===== src/rtl/core/websocket_frame_deframer_top_macros.svh =====
// Assertion macros for the WebSocket deframer.
// Used by the top level; relies on clk_i and rst_ni being in scope.
`ifndef WEBSOCKET_FRAME_DEFRAMER_TOP_MACROS_SVH
`define WEBSOCKET_FRAME_DEFRAMER_TOP_MACROS_SVH

// Same-cycle implication, disabled during reset.
`define WSDF_ASSERT_IMPL(label, ante, cons) \
  label: assert property (@(posedge clk_i) disable iff (!rst_ni) (ante) |-> (cons)) \
    else $error("deframer check failed");

// Next-cycle implication, disabled during reset.
`define WSDF_ASSERT_NEXT(label, ante, cons) \
  label: assert property (@(posedge clk_i) disable iff (!rst_ni) (ante) |=> (cons)) \
    else $error("deframer check failed");

`endif


===== src/rtl/core/wsdf_pkg.sv =====
// Shared types and constants for the WebSocket frame deframer.
// No dependencies.
package wsdf_pkg;

  localparam int unsigned ByteW   = 8;
  localparam int unsigned LenW    = 64;
  localparam int unsigned CountW  = 3;
  localparam int unsigned KeyIdxW = 2;
  localparam int unsigned KeyDepth = 4;

  localparam logic EvHeader  = 1'b0;
  localparam logic EvPayload = 1'b1;

  localparam logic [6:0] Len7Ext16 = 7'd126;
  localparam logic [6:0] Len7Ext64 = 7'd127;

  typedef enum logic [5:0] {
    PhFirst   = 6'b000001,
    PhSecond  = 6'b000010,
    PhLen16   = 6'b000100,
    PhLen64   = 6'b001000,
    PhKey     = 6'b010000,
    PhPayload = 6'b100000
  } wsdf_phase_e;

  typedef struct packed {
    logic              event_kind;
    logic              fin_bit;
    logic [2:0]        reserved_bits;
    logic [3:0]        frame_opcode;
    logic              masked;
    logic [LenW-1:0]   payload_length;
    logic [ByteW-1:0]  payload_byte;
    logic [LenW-1:0]   payload_offset;
    logic              frame_end;
  } wsdf_result_t;

endpackage


===== src/rtl/core/wsdf_in_stage.sv =====
// Input register stage of the WebSocket deframer.
// Depends on wsdf_pkg.
module wsdf_in_stage import wsdf_pkg::*; (
  input  logic             clk_i,
  input  logic             rst_ni,
  input  logic             in_valid_i,
  output logic             in_ready_o,
  input  logic [ByteW-1:0] in_byte_i,
  input  logic             advance_i,
  output logic             valid_o,
  output logic [ByteW-1:0] byte_o
);

  logic             valid_q, valid_d;
  logic [ByteW-1:0] byte_q;
  logic             load;

  // The held word leaves in the same cycle a new one may enter.
  assign in_ready_o = !valid_q || advance_i;
  assign load       = in_valid_i && in_ready_o;

  always_comb begin
    valid_d = valid_q;
    if (load) begin
      valid_d = 1'b1;
    end else if (advance_i) begin
      valid_d = 1'b0;
    end
  end

  always_ff @(posedge clk_i or negedge rst_ni) begin
    if (!rst_ni) begin
      valid_q <= 1'b0;
    end else begin
      valid_q <= valid_d;
    end
  end

  always_ff @(posedge clk_i) begin
    if (load) begin
      byte_q <= in_byte_i;
    end
  end

  assign valid_o = valid_q;
  assign byte_o  = byte_q;

endmodule


===== src/rtl/core/wsdf_parser.sv =====
// Frame header parser and payload unmasker of the WebSocket deframer.
// Depends on wsdf_pkg.
module wsdf_parser import wsdf_pkg::*; (
  input  logic             clk_i,
  input  logic             rst_ni,
  input  logic             step_i,
  input  logic [ByteW-1:0] byte_i,
  output logic             res_valid_o,
  output wsdf_result_t     res_o
);

  wsdf_phase_e        phase_q, phase_d;
  logic [CountW-1:0]  count_q, count_d;
  logic               fin_q, fin_d;
  logic [2:0]         rsv_q, rsv_d;
  logic [3:0]         opcode_q, opcode_d;
  logic               mask_q, mask_d;
  logic [LenW-1:0]    len_q, len_d;
  logic [KeyIdxW-1:0] key_idx_q, key_idx_d;
  logic [LenW-1:0]    offset_q, offset_d;
  logic [ByteW-1:0]   key_mem [KeyDepth];
  logic               key_we;
  logic [ByteW-1:0]   data;
  logic               finish;
  logic               len_done;

  always_comb begin
    phase_d     = phase_q;
    count_d     = count_q;
    fin_d       = fin_q;
    rsv_d       = rsv_q;
    opcode_d    = opcode_q;
    mask_d      = mask_q;
    len_d       = len_q;
    key_idx_d   = key_idx_q;
    offset_d    = offset_q;
    key_we      = 1'b0;
    finish      = 1'b0;
    len_done    = 1'b0;
    data        = byte_i;
    res_valid_o = 1'b0;
    res_o       = '0;

    case (phase_q)
      PhSecond: begin
        mask_d  = byte_i[7];
        count_d = '0;
        if (byte_i[6:0] == Len7Ext16) begin
          len_d   = '0;
          phase_d = PhLen16;
        end else if (byte_i[6:0] == Len7Ext64) begin
          len_d   = '0;
          phase_d = PhLen64;
        end else begin
          len_d    = {{(LenW-7){1'b0}}, byte_i[6:0]};
          len_done = 1'b1;
        end
      end
      PhLen16: begin
        len_d = {{(LenW-16){1'b0}}, len_q[7:0], byte_i};
        if (count_q >= CountW'(1)) begin
          len_done = 1'b1;
        end else begin
          count_d = count_q + CountW'(1);
        end
      end
      PhLen64: begin
        len_d = {len_q[LenW-9:0], byte_i};
        if (count_q >= CountW'(7)) begin
          len_done = 1'b1;
        end else begin
          count_d = count_q + CountW'(1);
        end
      end
      PhKey: begin
        key_we = 1'b1;
        if (count_q >= CountW'(3)) begin
          finish = 1'b1;
        end else begin
          count_d = count_q + CountW'(1);
        end
      end
      PhPayload: begin
        if (mask_q) begin
          data      = byte_i ^ key_mem[key_idx_q];
          key_idx_d = key_idx_q + KeyIdxW'(1);
        end
        offset_d    = offset_q + LenW'(1);
        res_valid_o = 1'b1;
        res_o.event_kind     = EvPayload;
        res_o.payload_byte   = data;
        res_o.payload_offset = offset_d;
        res_o.frame_end      = (offset_d == len_q);
        if (offset_d == len_q) begin
          phase_d = PhFirst;
        end
      end
      default: begin
        fin_d    = byte_i[7];
        rsv_d    = byte_i[6:4];
        opcode_d = byte_i[3:0];
        count_d  = '0;
        phase_d  = PhSecond;
      end
    endcase

    // Once the length is known, a key may still follow.
    if (len_done) begin
      count_d = '0;
      if (mask_d) begin
        phase_d = PhKey;
      end else begin
        finish = 1'b1;
      end
    end

    if (finish) begin
      key_idx_d   = '0;
      offset_d    = '0;
      count_d     = '0;
      res_valid_o = 1'b1;
      res_o.event_kind = EvHeader;
      res_o.frame_end  = (len_d == '0);
      phase_d = (len_d == '0) ? PhFirst : PhPayload;
    end

    res_o.fin_bit        = fin_d;
    res_o.reserved_bits  = rsv_d;
    res_o.frame_opcode   = opcode_d;
    res_o.masked         = mask_d;
    res_o.payload_length = len_d;
  end

  always_ff @(posedge clk_i or negedge rst_ni) begin
    if (!rst_ni) begin
      phase_q   <= PhFirst;
      count_q   <= '0;
      fin_q     <= 1'b0;
      rsv_q     <= '0;
      opcode_q  <= '0;
      mask_q    <= 1'b0;
      len_q     <= '0;
      key_idx_q <= '0;
      offset_q  <= '0;
    end else if (step_i) begin
      phase_q   <= phase_d;
      count_q   <= count_d;
      fin_q     <= fin_d;
      rsv_q     <= rsv_d;
      opcode_q  <= opcode_d;
      mask_q    <= mask_d;
      len_q     <= len_d;
      key_idx_q <= key_idx_d;
      offset_q  <= offset_d;
    end
  end

  always_ff @(posedge clk_i) begin
    if (step_i && key_we) begin
      key_mem[count_q[KeyIdxW-1:0]] <= byte_i;
    end
  end

endmodule


===== src/rtl/core/wsdf_out_stage.sv =====
// Result register stage of the WebSocket deframer.
// Depends on wsdf_pkg.
module wsdf_out_stage import wsdf_pkg::*; (
  input  logic         clk_i,
  input  logic         rst_ni,
  input  logic         load_i,
  input  wsdf_result_t res_i,
  input  logic         out_ready_i,
  output logic         out_valid_o,
  output wsdf_result_t res_o
);

  logic         valid_q, valid_d;
  wsdf_result_t res_q;

  always_comb begin
    valid_d = valid_q;
    if (load_i) begin
      valid_d = 1'b1;
    end else if (out_ready_i) begin
      valid_d = 1'b0;
    end
  end

  always_ff @(posedge clk_i or negedge rst_ni) begin
    if (!rst_ni) begin
      valid_q <= 1'b0;
    end else begin
      valid_q <= valid_d;
    end
  end

  always_ff @(posedge clk_i) begin
    if (load_i) begin
      res_q <= res_i;
    end
  end

  assign out_valid_o = valid_q;
  assign res_o       = res_q;

endmodule


===== src/rtl/core/websocket_frame_deframer_top.sv =====
// WebSocket (RFC 6455) frame deframer, one stream byte per word on the input side.
// It parses each frame header, emits a header word once the header is complete,
// then emits every payload byte unmasked with its running offset and an end mark
// on the last one. The block accepts one byte per clock while result words are
// taken. A byte passes through one input register and one result register, and the
// parse state is updated as it moves between the two. Its result word is valid once the
// byte has moved into the result register and can be taken at the next rising edge.
// A byte waits in the input register while the result register holds a word that
// is not being taken, and the input then stalls. Header bytes other than the last
// give no result. Fields are not validated.
`include "websocket_frame_deframer_top_macros.svh"

module websocket_frame_deframer_top import wsdf_pkg::*; (
  input  logic             clk_i,
  input  logic             rst_ni,
  input  logic             in_valid_i,
  output logic             in_ready_o,
  input  logic [ByteW-1:0] in_byte_i,
  output logic             out_valid_o,
  input  logic             out_ready_i,
  output logic             event_kind_o,
  output logic             fin_bit_o,
  output logic [2:0]       reserved_bits_o,
  output logic [3:0]       frame_opcode_o,
  output logic             masked_o,
  output logic [LenW-1:0]  payload_length_o,
  output logic [ByteW-1:0] payload_byte_o,
  output logic [LenW-1:0]  payload_offset_o,
  output logic             frame_end_o
);

  logic             held_valid;
  logic [ByteW-1:0] held_byte;
  logic             advance;
  logic             res_valid;
  wsdf_result_t     res_next;
  wsdf_result_t     res_out;
  logic             hdr_word;
  logic             pay_word;
  logic             out_stall;

  // A held byte moves on when the result register is free or draining.
  assign advance = held_valid && (!out_valid_o || out_ready_i);

  wsdf_in_stage u_in_stage (
    .clk_i      (clk_i),
    .rst_ni     (rst_ni),
    .in_valid_i (in_valid_i),
    .in_ready_o (in_ready_o),
    .in_byte_i  (in_byte_i),
    .advance_i  (advance),
    .valid_o    (held_valid),
    .byte_o     (held_byte)
  );

  wsdf_parser u_parser (
    .clk_i       (clk_i),
    .rst_ni      (rst_ni),
    .step_i      (advance),
    .byte_i      (held_byte),
    .res_valid_o (res_valid),
    .res_o       (res_next)
  );

  wsdf_out_stage u_out_stage (
    .clk_i       (clk_i),
    .rst_ni      (rst_ni),
    .load_i      (advance && res_valid),
    .res_i       (res_next),
    .out_ready_i (out_ready_i),
    .out_valid_o (out_valid_o),
    .res_o       (res_out)
  );

  assign event_kind_o     = res_out.event_kind;
  assign fin_bit_o        = res_out.fin_bit;
  assign reserved_bits_o  = res_out.reserved_bits;
  assign frame_opcode_o   = res_out.frame_opcode;
  assign masked_o         = res_out.masked;
  assign payload_length_o = res_out.payload_length;
  assign payload_byte_o   = res_out.payload_byte;
  assign payload_offset_o = res_out.payload_offset;
  assign frame_end_o      = res_out.frame_end;

  assign hdr_word  = out_valid_o && (event_kind_o == EvHeader);
  assign pay_word  = out_valid_o && (event_kind_o == EvPayload);
  assign out_stall = out_valid_o && !out_ready_i;

  `WSDF_ASSERT_IMPL(a_hdr_end_zero_len, hdr_word && frame_end_o, payload_length_o == '0)
  `WSDF_ASSERT_IMPL(a_hdr_no_data, hdr_word, payload_byte_o == '0 && payload_offset_o == '0)
  `WSDF_ASSERT_IMPL(a_pay_end_match, pay_word, frame_end_o == (payload_offset_o == payload_length_o))
  `WSDF_ASSERT_NEXT(a_result_held, out_stall, out_valid_o && $stable(res_out))

endmodule


===== config.mk =====
export PLATFORM = sky130hd
export DESIGN_NAME = websocket_frame_deframer_top
export DESIGN_NICKNAME = d
export VERILOG_FILES = /design/src/rtl/core/wsdf_pkg.sv /design/src/rtl/core/wsdf_in_stage.sv /design/src/rtl/core/wsdf_parser.sv /design/src/rtl/core/wsdf_out_stage.sv /design/src/rtl/core/websocket_frame_deframer_top.sv
export VERILOG_INCLUDE_DIRS = /design/src /design/src/rtl/core
export SDC_FILE = /design/constraint.sdc
export NUM_CORES = 1
export LEC_CHECK = 0
export BUFFER_PORTS_ARGS = -buffer_cell sky130_fd_sc_hd__buf_4
export CAP_MARGIN = 15
export CORE_AREA = 8 8 188 190
export DETAILED_ROUTE_END_ITERATION = 16
export DIE_AREA = 0 0 196 198
export GPL_ROUTABILITY_DRIVEN = 0
export PLACE_DENSITY_LB_ADDON = 0.12
export RECOVER_POWER = 100
export SLEW_MARGIN = 10
export SYNTH_ARGS = -nofsm -noshare
export SYNTH_HDL_FRONTEND = slang
export SYNTH_SLANG_ARGS = --single-unit

===== constraint.sdc =====
create_clock -name clk_i -period 12.1 [get_ports clk_i]
set_input_delay 2.42 -clock clk_i [delete_from_list [all_inputs] [get_ports clk_i]]
set_output_delay 2.42 -clock clk_i [all_outputs]
set_load 0.01 [all_outputs]

==> results of run 1 <==
-- path summary, 6_finish.rpt --
| check | startpoint | slack [ns] | to | cells after the start |
|---|---|---|---|---|
| max | out_ready_i | 4.07 | u_out_stage.res_o[85] | 8 |
| min | u_parser.opcode_q[2] | 0.51 | u_parser.opcode_q[2] | 2 |
| max reg2reg | u_out_stage.out_valid_o | 5.65 | u_out_stage.res_o[85] | 7 |
| min reg2reg | u_parser.opcode_q[2] | 0.51 | u_parser.opcode_q[2] | 2 |
| max in group asynchronous | rst_ni | 5.78 | u_parser.fin_q | 2 |
| min in group asynchronous | rst_ni | 3.56 | u_parser.offset_q[27] | 1 |
-- cell usage after synthesis (20+ instances only) --
master,instances
nor4_1,34
and3_1,24
o31ai_1,33
nand3_1,43
nand2_1,206
edfxtp_1,187
nand2b_1,20
a22oi_1,34
buf_2,26
dfrtp_1,149
nor3_1,35
nand4_1,62
xnor2_1,77
clkbuf_1,91
a21oi_1,27
inv_1,57
o21ai_0,156
nor2_1,188
a22o_1,34
xor2_1,33
-- cells in the final DEF, fill, tap and decap left out, types with 13 or more instances in the layout --
cell type  Yosys  routed
a21oi_1       27      27
a22o_1        34      34
a22oi_1       34      34
and3_1        24      24
and4_1        17      17
clkbuf_1      91     160
clkbuf_16      0      38
dfrtp_1      149     149
edfxtp_1     187     187
inv_1         57      56
nand2_1      206     205
nand2b_1      20      20
nand3_1       43      44
nand4_1       62      62
nor2_1       188     186
nor3_1        35      35
nor4_1        34      34
o21ai_0      156     156
o31ai_1       33      33
or3_1         14      14
or4_1         13      13
xnor2_1       77      77
xor2_1        33      33
-- flip-flops by register name, indices dropped and copies added (netlist names) --
register                 count
u_parser.key_mem            32
u_in_stage.byte_o            8
u_parser.rsv_q               3
u_parser.opcode_q            4
u_parser.len_q              64
u_parser.key_idx_q           2
u_parser.count_q             3
u_out_stage.res_o          147
u_parser.phase_q             6
u_parser.offset_q           64
u_parser.fin_q               1
u_in_stage.valid_o           1
u_parser.mask_q              1
u_out_stage.out_valid_o      1
-- per-stage QoR --
stage                     std cells  power [uW]  utilization (%)  worst slack, ns
final                          2263        3550             60.7             4.07
after global routing           2263        3700             60.7             3.69
after CTS                      2262        3670             62.6             6.80
after detailed placement       2195        2470             58.5             6.29
after global placement         2195        2460             58.5             6.38
after floorplan                1751        2090                -             5.81
-- power groups by stage --
| stage | sequential [uW] | clock (uW) | combinational (uW) |
|---|---|---|---|
| after floorplan | 1620 | 0 | 474 |
| after global placement | 1590 | 0 | 870 |
| after detailed placement | 1590 | 0 | 888 |
| after CTS | 1570 | 1210 | 893 |
| after global routing | 1580 | 1250 | 864 |
| final | 1570 | 1190 | 794 |
-- final cells by class --
class | count | area share, %
clock buffers | 50 | 5.50
clock inverters | 17 | 1.16
inverters | 57 | 1.12
multi-input cells | 1219 | 38.0
flip-flops and latches | 337 | 47.9
well taps | 408 | 2.61
repair buffers | 175 | 3.71
-- per-layer routing --
metal  vias to the layer above  track usage [%]
met3                       203             6.21
met4                         2             12.5
met2                       946             41.6
met1                      7158             37.9
met5                         -                0
li1                       6523                -
-- kinds of logic after synthesis --
family	Yosys count	share of synthesized area, %
flops	337	53.4
buf+inv	195	4.45
mux	34	2.63
compound gates	360	13.3
xor+xnor	114	6.00
simple gates	704	19.7
fa+ha+maj	7	0.499
-- critical path, delay by kind of cell --
family | cells | cell delay [ns]
AO/OA/AOI/OAI | 1 | 0.04
AND/OR/NAND/NOR | 2 | 0.27
buffers and inverters | 5 | 5.17
==> impl_results.md, run 1 <==
* Min Tclk post-route at 8.03 ns
* Critical path type: in -> reg
* Failing checks: capacitance limit, slew limit
* Root buffer cell: clkbuf_16
* Switching power at 1160 uW
* Multi-input gate area at 7420 um^2
* Final Instance Area at 19600 um^2
* Initial antenna violation count at 1
* Die height at 198 um
* Crit path cell chain: clkbuf_4 -> nand2b_1 -> and2_2 -> clkbuf_1 -> o21ai_4 -> clkbuf_1 -> inv_6 -> buf_4
* Leakage at 0.00732 uW
* Most used flip-flop cell after synthesis: edfxtp_1
* Int Power at 2390 uW
* Num ports at 161
* Initial Utilization at 54.5%
* CTS tree: done
* Clock Latency Late Sink at 0.55 ns
* Seq pwr share at 44.1%
* RSZ-0062 raised after global routing: no
* Post-DRT Antenna Nets at 0
* Finish-stage setup viols at 0
* Syn Nets at 1770
* Post-CTS setup buffer count at 0
* Syn Inst Count at 1751
* Register bit total from synthesis at 337
* Final period util at 66.4%
* Register area share after synthesis at 53.4%
* CP endpoint kind: flop
* Critical path startpoint category: input pin
* Routed wl met3 at 5.62 mm
* Post-synth cell types at 76
* Clk_skew at 0.0213 ns
* Yosys warning count at 0
* DRC violations left at 0
* H-tree Lvls at 2
* CTS buffer count at 37
* CTS sink count at 337
* CTS Buffer Depth at 3
* ANT cells at 0
* Max transition margin at -213%
* Grt ovf at 0
* Most frequent cell on the critical path: clkbuf_1
* DP Wirelength at 38.9 mm
* Share of layout cells above drive strength 1 at 6.74%
* CP max-delay cell: clkbuf_1
* Worst EP required at 12.26 ns
* First-pass GRT wire length at 83.8 mm
* Crit-path max cell delay at 2.05 ns
* # rows at 66
* Fill count at 2777
* Hold Worst Slack at 0.507 ns
* Core ar. at 32200 um^2
* Initial DRC count at 2108
* Switching Share at 32.6%
* Worst-Margin Slew at 4.69 ns
* Worst hold path class: reg -> reg
* DP Area at 18800 um^2
* Routed length per instance at 24.3 um
* DR top layer: met5
* DR vias/cell at 6.55
* Post-CTS resize count at 0
* Max Clk Rate at 124 MHz
* Gate power share at 22.4%
* Synth top area cells: edfxtp_1 32%, dfrtp_1 21%, o21ai_0 4.4%, nand2_1 4.4%, nor2_1 4.0%
* Clk pwr share at 33.5%
* Max-cap violations at 7
* Total number of vias at 14832
* Die X at 196 um
* Final-stage net count at 1846
* Port-buffer cells at 160
* Routed met1 length at 22.5 mm
* Slew Viols, Final at 499
* Syn Area/Cell at 10.0 um^2
* Post-Syn Area at 17600 um^2
* Crit path DAT at 8.19 ns
* Async S/R FF share, synth at 44.5%
* Hold-fix buffers, CTS at 0
* Number of global-route vias before repair at 13817
* Worst vdd ir at 158 uV
* Final hold violations at 0
* Power Dens Cells at 182 nW/um^2
* Status: finished with violations
* DR pass1 iterations at 8
* Drt total wl at 55.0 mm
* Met2 wire len at 24.0 mm
* Synthesis-to-layout area growth at 11.4%
* Seq. cell area at 9370 um^2
* GRT Total Usage at 27.6%
* Top-area cell type share of the netlist area at 32.0%
* Leading area contributor after synthesis: edfxtp_1
* Die area at 38800 um^2
* Setup tns final at 0 ns
* Largest net degree at the start of global routing at 90
* Number of flops mapped to enable cells by yosys at 187
* Register clock-pin slew on the reported worst setup and hold paths at 0.06 ns
* Crit path max fanout at 80
No activity file was read; power rests on OpenSTA's default activity.
==> run 2, diff against run 1 <==
Settings changed: CORE_AREA 8 8 188 190 to 8 8 190 192, DIE_AREA 0 0 196 198 to 0 0 198 200.
Clock period 12.1 ns to 6.5 ns, I/O delays scaled along.
==> run 2 against run 1 <==
  * The run still ends with capacitance limit, slew limit left
  * Power grew 80%
  * Critical path type unchanged
  * Sequential share of layout area grew 0.23 points
  * Largest cell class unchanged
  * Clock-buffer cell count is 3 lower
  * Worst setup slack got worse by 2.5 ns
==> impl_results.md, run 2 (synthesized netlist as in run 1, its figures left out) <==
* Status: finished with violations
* Failing checks: capacitance limit, slew limit
* Seq. cell area at 9370 um^2
* Worst EP required at 6.66 ns
* Drt total wl at 56.2 mm
* Tot Pwr at 6380 uW
* Critical Path Sink: u_out_stage.res_o[119]
* Register clock-pin slew on the reported worst setup and hold paths at 0.06 ns
* Largest net degree at the start of global routing at 73
* Multi-input gate area at 7420 um^2
* CP max-delay cell: clkbuf_1
* Worst vdd ir at 237 uV
* Hold-fix buffers, CTS at 0
* Crit path cell chain: clkbuf_1 -> nand2b_1 -> and2_2 -> clkbuf_1 -> o21ai_4 -> buf_4 -> inv_6 -> buf_4
* Post-CTS resize count at 0
* ANT cells at 0
* Initial Utilization at 53.0%
* Slew Viols, Final at 290
* Core ar. at 33100 um^2
* Max transition margin at -148%
* CTS tree: done
* Post-DRT Antenna Nets at 0
* Crit path DAT at 5.12 ns
* Initial DRC count at 2091
* Crit-path max cell delay at 1.77 ns
* Reg2reg end: u_out_stage.res_o[1]
* Worst R2R Setup Slack at 1.64 ns
* Reg2Reg Depth at 4
* Max-cap violations at 5
* CTS sink count at 337
* Worst-Margin Slew at 3.72 ns
* Power Dens Cells at 328 nW/um^2
* Die area at 39600 um^2
* DP Area at 18900 um^2
* Fill count at 2962
* Grt ovf at 0
* Max Clk Rate at 202 MHz
* Worst setup margin at 1.54 ns
* H-tree Lvls at 2
* CP endpoint kind: flop
* CTS buffer count at 36
* Worst Setup SP: out_ready_i
* Finish-stage setup viols at 0
* Min Tclk post-route at 4.96 ns
* Setup tns final at 0 ns
* Die X at 198 um
* Critical path startpoint category: input pin
* Crit path max fanout at 64
* Worst hold path class: reg -> reg
* Commonest non-fill, non-tap cells in the layout: 205 x nand2_1, 187 x edfxtp_1, 186 x nor2_1
* Max reg flops at 147
* Post-CTS setup buffer count at 0
* Final Instance Area at 19500 um^2
* Num ports at 161
* Root buffer cell: clkbuf_16
* Pre-CTS setup slack at 2.32 ns
* Leakage at 0.00726 uW
* Crit Reg-Reg Startpoint: u_parser.phase_q[0]
* RSZ-0062 raised after global routing: no
* DRC violations left at 0
* Die height at 200 um
* Final hold violations at 0
* DR vias/cell at 6.44
* Critical path type: in -> reg
* Clock Latency Late Sink at 0.54 ns
* CTS Buffer Depth at 3
* First-pass GRT wire length at 85.3 mm
* Most common cell after layout, fill and taps aside: nand2_1
* Total number of vias at 14836
* Clk_skew at 0.0230 ns
* Routed length per instance at 24.4 um
* # rows at 67
* GRT Total Usage at 28.0%
* Final Core Density at 58.8%
* Synthesis-to-layout area growth at 10.8%
* Share of layout cells above drive strength 1 at 6.31%
* Final-stage net count at 1846
* Initial antenna violation count at 0
* Port-buffer cells at 160
* DR pass1 iterations at 7
* Number of global-route vias before repair at 13939
* Final period util at 76.3%
* DP Wirelength at 40.1 mm
run 2: cell types whose count changed in the layout (fill, tap and decap cells not counted), moves of 2 or more:
cell	change
clkbuf_8	-5
clkinv_1	+4
buf_4	+3
bufinv_16	-3
clkinvlp_4	-3
clkbuf_1	+2
clkbuf_16	-2
clkinv_2	+2
inv_4	-2
inv_6	+2
mux2_1	+2
mux2_2	-2
run 2: worst min-delay path by stage:
| stage | cells after the start | slack, ns | start | endpoint |
|---|---|---|---|---|
| 2_1_floorplan | 2 | 0.48 | u_parser.opcode_q[0] | u_parser.opcode_q[0] |
| 3_3_place_gp | 2 | 0.49 | u_parser.rsv_q[2] | u_parser.rsv_q[2] |
| 3_5_place_dp | 2 | 0.50 | u_parser.rsv_q[0] | u_parser.rsv_q[0] |
| 4_1_cts | 2 | 0.52 | u_parser.opcode_q[0] | u_parser.opcode_q[0] |
| 5_1_grt | 2 | 0.54 | u_parser.opcode_q[1] | u_parser.opcode_q[1] |
| 6_report | 2 | 0.51 | u_parser.opcode_q[0] | u_parser.opcode_q[0] |
run 2: cell type report:
cell class / instances / area share, %
tap: 448 / 2.88
clock inverter: 19 / 0.817
sequential: 337 / 48.2
timing repair buffer: 176 / 3.87
clock buffer: 47 / 5.00
inverter: 57 / 1.13
multi-input combinational: 1219 / 38.2
run 2: per-stage QoR:
stage | cells | hold WS [ns]
final | 2303 | 0.511
after detailed placement | 2237 | 0.504
after CTS | 2303 | 0.519
after global routing | 2303 | 0.542
after global placement | 2237 | 0.488
after floorplan | 1751 | 0.477
run 2: worst max-delay path: cells and delay by family:
| kind | cells | cell delay, ns |
|---|---|---|
| AND/OR/NAND/NOR | 2 | 0.44 |
| AO/OA/AOI/OAI | 1 | 0.06 |
| buffers and inverters | 5 | 3.19 |
run 2: power by group:
group | internal [uW] | leakage, uW | total (uW) | switching, uW
Clock | 1110 | 0.000557 | 1980 | 867
Sequential | 2690 | 0.00381 | 2910 | 220
Combinational | 414 | 0.00289 | 1480 | 1070
Total | 4220 | 0.00726 | 6380 | 2160
run 2: per-layer routing:
metal  part of all wire [%]  up-vias  global-route usage, %
li1                       -     6528                      -
met1                     41     7129                   38.1
met2                     42      941                   41.1
met3                     11      238                   7.07
met4                    6.3        0                   14.4
met5                      0        -                      0
